<file path="src/rtl/gllbp_pkg.sv">
// ============================================================================
// gllbp_pkg - shared types and constants of the greylist leaky bucket policer
// Request and result beat types, verdict codes, controller states and the
// fixed-point reciprocals used for the division by one thousand.
// ============================================================================
`default_nettype none

package gllbp_pkg;

  // Default table depths
  localparam int unsigned CLIENT_ENTRIES_DEF = 1024;
  localparam int unsigned BUCKET_ENTRIES_DEF = 1024;

  // Milli scale of rate, burst and per-request cost
  localparam int unsigned MILLI = 1000;

  // ceil(2^41 / 1000): exact floor(x / 1000) for any 32-bit x
  localparam logic [31:0] RECIP_Q = 32'd2199023256;
  localparam int unsigned Q_SHIFT = 41;
  // ceil(2^40 / 1000): exact floor(x / 1000) for any 30-bit x
  localparam logic [30:0] RECIP_R = 31'd1099511628;
  localparam int unsigned R_SHIFT = 40;

  // Verdict codes
  localparam logic [2:0] V_NO_RULE = 3'd0;
  localparam logic [2:0] V_NEW     = 3'd1;
  localparam logic [2:0] V_WITHIN  = 3'd2;
  localparam logic [2:0] V_GREY    = 3'd3;
  localparam logic [2:0] V_NEWGREY = 3'd4;

  typedef enum logic [2:0] {
    ST_CLEAR,
    ST_IDLE,
    ST_ADDR,
    ST_READ,
    ST_EVAL,
    ST_LEAK
  } state_e;

  typedef struct packed {
    logic [9:0]  client_index;
    logic [9:0]  bucket_index;
    logic        rule_matched;
    logic [19:0] rate_milli;
    logic [19:0] burst_milli;
    logic [16:0] block_seconds;
    logic [31:0] now_s;
    logic [31:0] now_ms;
  } req_t;

  typedef struct packed {
    logic        blocked;
    logic [16:0] retry_s;
    logic [2:0]  verdict;
  } res_t;

  // Leak amount, magnitude and sign of rate * delta / 1000
  typedef struct packed {
    logic        neg;
    logic [42:0] mag;
  } leak_t;

endpackage

`default_nettype wire

</file>
<file path="src/rtl/gllbp_leak.sv">
// ============================================================================
// gllbp_leak - five-stage pipeline for rate * signed(delta) / 1000
// Split |delta| = 1000*q + r, then leak = rate*q + floor(rate*r / 1000),
// which equals the truncating quotient since both terms share the sign.
// ============================================================================
`default_nettype none

module gllbp_leak (
  input  wire logic                 clk_i,
  input  wire logic                 rst_ni,
  input  wire logic                 start_i,
  input  wire logic [19:0]          rate_i,
  input  wire logic [31:0]          delta_i,
  output gllbp_pkg::leak_t          leak_o,
  output logic                      valid_o
);

  logic [4:0]  vld_q;

  logic [31:0] mag;
  logic [63:0] p1;
  logic [22:0] q1_q;
  logic [31:0] mag1_q;
  logic [19:0] rate1_q;
  logic        neg1_q;

  logic [31:0] qk;
  logic [31:0] r2;
  logic [22:0] q2_q;
  logic [9:0]  r2_q;
  logic [19:0] rate2_q;
  logic        neg2_q;

  logic [42:0] a3_q;
  logic [29:0] b3_q;
  logic        neg3_q;

  logic [60:0] p4;
  logic [42:0] a4_q;
  logic [20:0] c4_q;
  logic        neg4_q;

  logic [42:0] mag5_q;
  logic        neg5_q;

  assign mag = delta_i[31] ? (~delta_i + 32'd1) : delta_i;
  assign p1  = 64'(mag) * 64'(gllbp_pkg::RECIP_Q);
  assign qk  = 32'(q1_q) * 32'(gllbp_pkg::MILLI);
  assign r2  = mag1_q - qk;
  assign p4  = 61'(b3_q) * 61'(gllbp_pkg::RECIP_R);

  always_ff @(posedge clk_i or negedge rst_ni) begin
    if (!rst_ni) begin
      vld_q <= '0;
    end else begin
      vld_q <= {vld_q[3:0], start_i};
    end
  end

  always_ff @(posedge clk_i) begin
    // quotient by 1000
    q1_q    <= 23'(p1 >> gllbp_pkg::Q_SHIFT);
    mag1_q  <= mag;
    rate1_q <= rate_i;
    neg1_q  <= delta_i[31];
    // remainder
    q2_q    <= q1_q;
    r2_q    <= r2[9:0];
    rate2_q <= rate1_q;
    neg2_q  <= neg1_q;
    // partial products
    a3_q    <= 43'(rate2_q) * 43'(q2_q);
    b3_q    <= 30'(rate2_q) * 30'(r2_q);
    neg3_q  <= neg2_q;
    // fractional part divided by 1000
    a4_q    <= a3_q;
    c4_q    <= 21'(p4 >> gllbp_pkg::R_SHIFT);
    neg4_q  <= neg3_q;
    // combine
    mag5_q  <= a4_q + 43'(c4_q);
    neg5_q  <= neg4_q;
  end

  assign leak_o.neg = neg5_q;
  assign leak_o.mag = mag5_q;
  assign valid_o    = vld_q[4];

endmodule

`default_nettype wire

</file>
<file path="config.mk">
export PLATFORM = sky130hd
export DESIGN_NAME = gllbp_leak
export DESIGN_NICKNAME = d
export VERILOG_FILES = /design/src/rtl/gllbp_pkg.sv /design/src/rtl/gllbp_leak.sv
export SDC_FILE = /design/constraint.sdc
export NUM_CORES = 2
export LEC_CHECK = 0
export BUFFER_PORTS_ARGS = -buffer_cell sky130_fd_sc_hd__buf_2
export CAP_MARGIN = 20
export CORE_UTILIZATION = 40
export DETAILED_ROUTE_END_ITERATION = 10
export GPL_ROUTABILITY_DRIVEN = 0
export GPL_TIMING_DRIVEN = 0
export SKIP_LAST_GASP = 1
export SLEW_MARGIN = 20
export SYNTH_ARGS = -nofsm -noshare
export SYNTH_HDL_FRONTEND = slang
export SYNTH_SLANG_ARGS = --single-unit
export TNS_END_PERCENT = 1
</file>
<file path="constraint.sdc">
create_clock -name clk_i -period 19.1 [get_ports clk_i]
set_clock_uncertainty 0.1 [all_clocks]
set_input_delay 2.865 -clock clk_i [delete_from_list [all_inputs] [get_ports clk_i]]
set_output_delay 2.865 -clock clk_i [all_outputs]
set_load 0.005 [all_outputs]
</file>
### After elaboration in Yosys (flattened, before gate mapping)

Index checks and enable logic that the tools add are counted.

* multiply operators: 5
* order comparisons: 0
* reductions and logical operators: 0
* multiplexer cells: 1
* add/sub/neg operators: 3
* bitwise operators: 1
* divide/modulo/power cells: 0
* eq/ne operators: 0
* shifts and indexed selects: 0

Operators by type and width (count)
* $mul 32x29->61 const B: 1
* $mul 30x29->59 const B: 1
* $add 43x21->43: 1
* $mul 20x23->43: 1
* $add 32x1->32 const B: 1
* $mux 32: 1
* $not 32->32: 1
* $mul 20x10->30: 1
* $mul 23x7->7 const B: 1
* $sub 10x10->10: 1

* word-level logic and storage cells: 27
* bits in writable memories: 0
* bits of input ports: 55
* latch bits: 0
* register bits: 296
* memories: 0
* memory bits (read-only): 0
* output and inout port bits: 45

### Logic depth before layout (Yosys ltp)

* depth after elaboration: 4
* mapped depth: 34
* depth with buffers taken out: 34

### Least setup slack after synthesis

OpenSTA, ideal clock, no wires.

* path type: input to register
* start: input port delta_i[18]
* end: register q1_q[22]
* data arrival time: 11.161 ns
* setup slack: 7.725 ns
* path buffers: 0
* required time: 18.886 ns
* setup time: 0.114 ns
* stages: 31
* cells stage by stage: or4_4 or3_4 or4_1 or3_1 or2_1 o21ai_0 xnor2_1 ha_1 fa_1 inv_1 fa_1 inv_1 fa_1 inv_1 fa_1 inv_1 fa_1 inv_1 fa_1 inv_1 ha_1 and3_1 a221oi_1 o21ai_0 a21boi_0 a2bb2oi_1 o31a_1 a31oi_1 a311oi_1 o21bai_1 a21o_1

* cells in the longest elaborated chain, start to end: 4

RTL lines
* start, declared: RTL line gllbp_leak.sv:13 `input wire logic [31:0] delta_i,`
* $not 32->32: RTL line gllbp_leak.sv:46 `assign mag = delta_i[31] ? (~delta_i + 32'd1) : delta_i;`
* $add 32x1->32: RTL line gllbp_leak.sv:46
* $mux 32 *: RTL line gllbp_leak.sv:46
* $mul 32x29->61 *: RTL line gllbp_leak.sv:47 `assign p1 = 64'(mag) * 64'(gllbp_pkg::RECIP_Q);`
* net p1[63]: RTL line gllbp_leak.sv:21 `logic [63:0] p1;`
* end signal, assigned: RTL line gllbp_leak.sv:62 `q1_q <= 23'(p1 >> gllbp_pkg::Q_SHIFT);`
* end, declared: RTL line gllbp_leak.sv:22 `logic [22:0] q1_q;`

Mark *: on every way through the listed nets, which the timed path passes. The rest lies on a longest branch.

### Worst setup path in the final report

* start: input port delta_i[8]
* end: register q1_q[22]

Same word-level chain as after synthesis.

==> metrics.cfg <==
[floorplanning]
start_util_pct=40.3
fp.dieH_um=377
num_rows=137
core_um2=140000
ios=100
die_x_um=377
dieArea_um2=142000

[clock_network]
post_cts_resized=0
clock_path_buffers=3
path_clk_slew_ns=0.07
htreeDepth=2
clk-insertion-delay-late_ns=0.56
numCtsBuffers=35
cts-root-buf=clkbuf_16
post-cts-setup-buffers=0
cts_hold_buf=0
cts_tree=yes
cts_sinks=296

[logic_synthesis]
synth.avg_cell_area_um2=9.93
ys_types=65
ys_seq_elements=296
syn_area_um2=56300
synth.net_count=7815
synth-main-ff-cell=dfxtp_1
synthCells=5665
synth-edff-count=0
ys_seq_area_share_pct=10.6
yosysTopAreaCell=fa_1
yosys.area.top_type_share_pct=39.0
synth_area_leaders=fa_1 39%, ha_1 22%, dfxtp_1 10%
yosysWarnings=0
async_reset_ff_share_pct=1.69

[hold_path]
min_path_type=reg -> reg
holdCritStartpoint=q1_q[22]

[timing]
rsz0062_at_grt=false
fin_setup_tns_ns=0
slew_headroom_pct=19.9
period_minus_slack_ns=13.14
hold_viol=0
max_freq_mhz=76.1
fin_crit_sh_pct=68.8
worst_slack_ns=5.96
worst_pin_slew_ns=1.19
setup_viol_count_final=0
slew_viol_final=0

[worst_setup_path]
critical_path_peak_fanout=8
crit_top_cell=inv_1
cpPeakStageDelay_ns=0.74
arrival_ns=13.47
r2r_end=a3_q[42]
crit_required_ns=19.43
crit_path_end_kind=register
critPathCapture=q1_q[22]
r2r_start=rate2_q[10]
cp-startpoint=delta_i[8]
crit_type=in -> reg
ff2ff_setup_slack_ns=10.31
r2r_cells=25
crit_slowest_cell=xnor2_1
worstSetupStartpointType=input port

[placed_design]
io_buffers=99
dp_hpwl_mm=124
dp_worst_setup_slack_ns=5.41

[job]
drv_cap=0

[status]
outcome=finished, final reports clean

[final_layout]
fin_nets=7962
nFillCells=13600
area_growth_pct=7.58
drive_above_1_share_pct=3.48

[routing]
dr_total_vias=38400
wirelength_mm=145
wl_per_cell_um=18.8
dr.pass1.iters=5
ant_nets=0
viasPerCell=4.98
drt_iter0_drc=2091
route.detailed.drc=0

[global_routing]
grt_pass1_vias=41200
antenna_found_initial=3
globalRouteTotalUtil_pct=21.1
grt_pass1_wl_mm=231
grt_overflow=0
grt_max_degree=14

[cells by family after synthesis]
| logic type | count (synthesis) | synth area share, % |
|---|---|---|
| compound gates | 513 | 5.93 |
| fa+ha+maj | 2095 | 61.2 |
| xor+xnor | 205 | 3.19 |
| simple gates | 1045 | 8.99 |
| buf+inv | 1510 | 10.1 |
| flops | 296 | 10.6 |
| mux | 1 | 0.0178 |
[sequential cells by signal, indices dropped and copies added (netlist names), 5 cells and up]
register  cells
a3_q         43
a4_q         43
mag5_q       43
b3_q         30
q1_q         23
q2_q         23
c4_q         21
rate1_q      20
rate2_q      20
mag1_q       10
r2_q         10
vld_q         5
[final cells by class]
| class | instances | area, um^2 | area share (%) |
|---|---|---|---|
| diodes | 1 | 2.50 | 0.00413 |
| plain buffers | 137 | 518 | 0.856 |
| clock buffers | 47 | 982 | 1.62 |
| clock inverters | 17 | 175 | 0.289 |
| inverters | 1373 | 5150 | 8.52 |
| multi-input cells | 3859 | 44800 | 74.0 |
| flip-flops and latches | 296 | 5950 | 9.83 |
| well taps | 1876 | 2350 | 3.88 |
| repair buffers | 110 | 627 | 1.04 |
[per-layer routing]
layer,vias to the layer above,wire length (um),global-route usage [%]
met3,217,6970,2.31
met5,-,0,0
met1,19400,62100,27.6
met4,0,4640,5.85
met2,967,71200,36.6
li1,17800,-,-
[cells in the mapped netlist (33+ instances only)]
| cell | number |
|---|---|
| o21ai_0 | 87 |
| inv_1 | 1372 |
| nand3_1 | 35 |
| nor2b_1 | 33 |
| nand2_1 | 486 |
| nor2_1 | 98 |
| xor2_1 | 76 |
| clkbuf_1 | 136 |
| a21o_1 | 91 |
| fa_1 | 1095 |
| xnor2_1 | 129 |
| dfxtp_1 | 291 |
| and2_1 | 270 |
| ha_1 | 1000 |
| a21oi_1 | 147 |
[layout by cell type (no fill, tap or decap), types with 91 or more instances in the layout]
cell	instances
buf_2	99
clkbuf_1	143
xnor2_1	117
and2_1	270
ha_1	1000
nor2_1	98
a21oi_1	147
a21o_1	91
dfxtp_1	291
fa_1	1095
nand2_1	486
inv_1	1372
[critical path, delay by kind of cell]
family / cells / cell delay [ns]
xor+xnor: 1 / 0.74
simple gates: 5 / 2.29
fa+ha+maj: 9 / 3.75
compound gates: 9 / 2.88
buf+inv: 8 / 0.91
[stage by stage]
stage	utilization, %	instance area (um^2)	instances	hold WS (ns)
after floorplan	-	56300	5665	0.210
after global placement	42.4	59100	7640	0.210
after detailed placement	42.5	59400	7651	0.212
after CTS	43.4	60500	7715	0.211
after global routing	43.4	60500	7715	0.220
final	43.4	60500	7716	0.213
[worst min path at each step]
stage,end,slack (ns),cells after the start
after CTS,q2_q[22],0.21,0
after global placement,a4_q[27],0.21,0
final,q2_q[22],0.21,0
after detailed placement,a4_q[14],0.21,0
after floorplan,a4_q[0],0.21,0
after global routing,q2_q[22],0.22,0
Power is left out: the tool's default activity adds up to more than one toggle a clock period on the data nets, which glitch-free logic cannot reach.
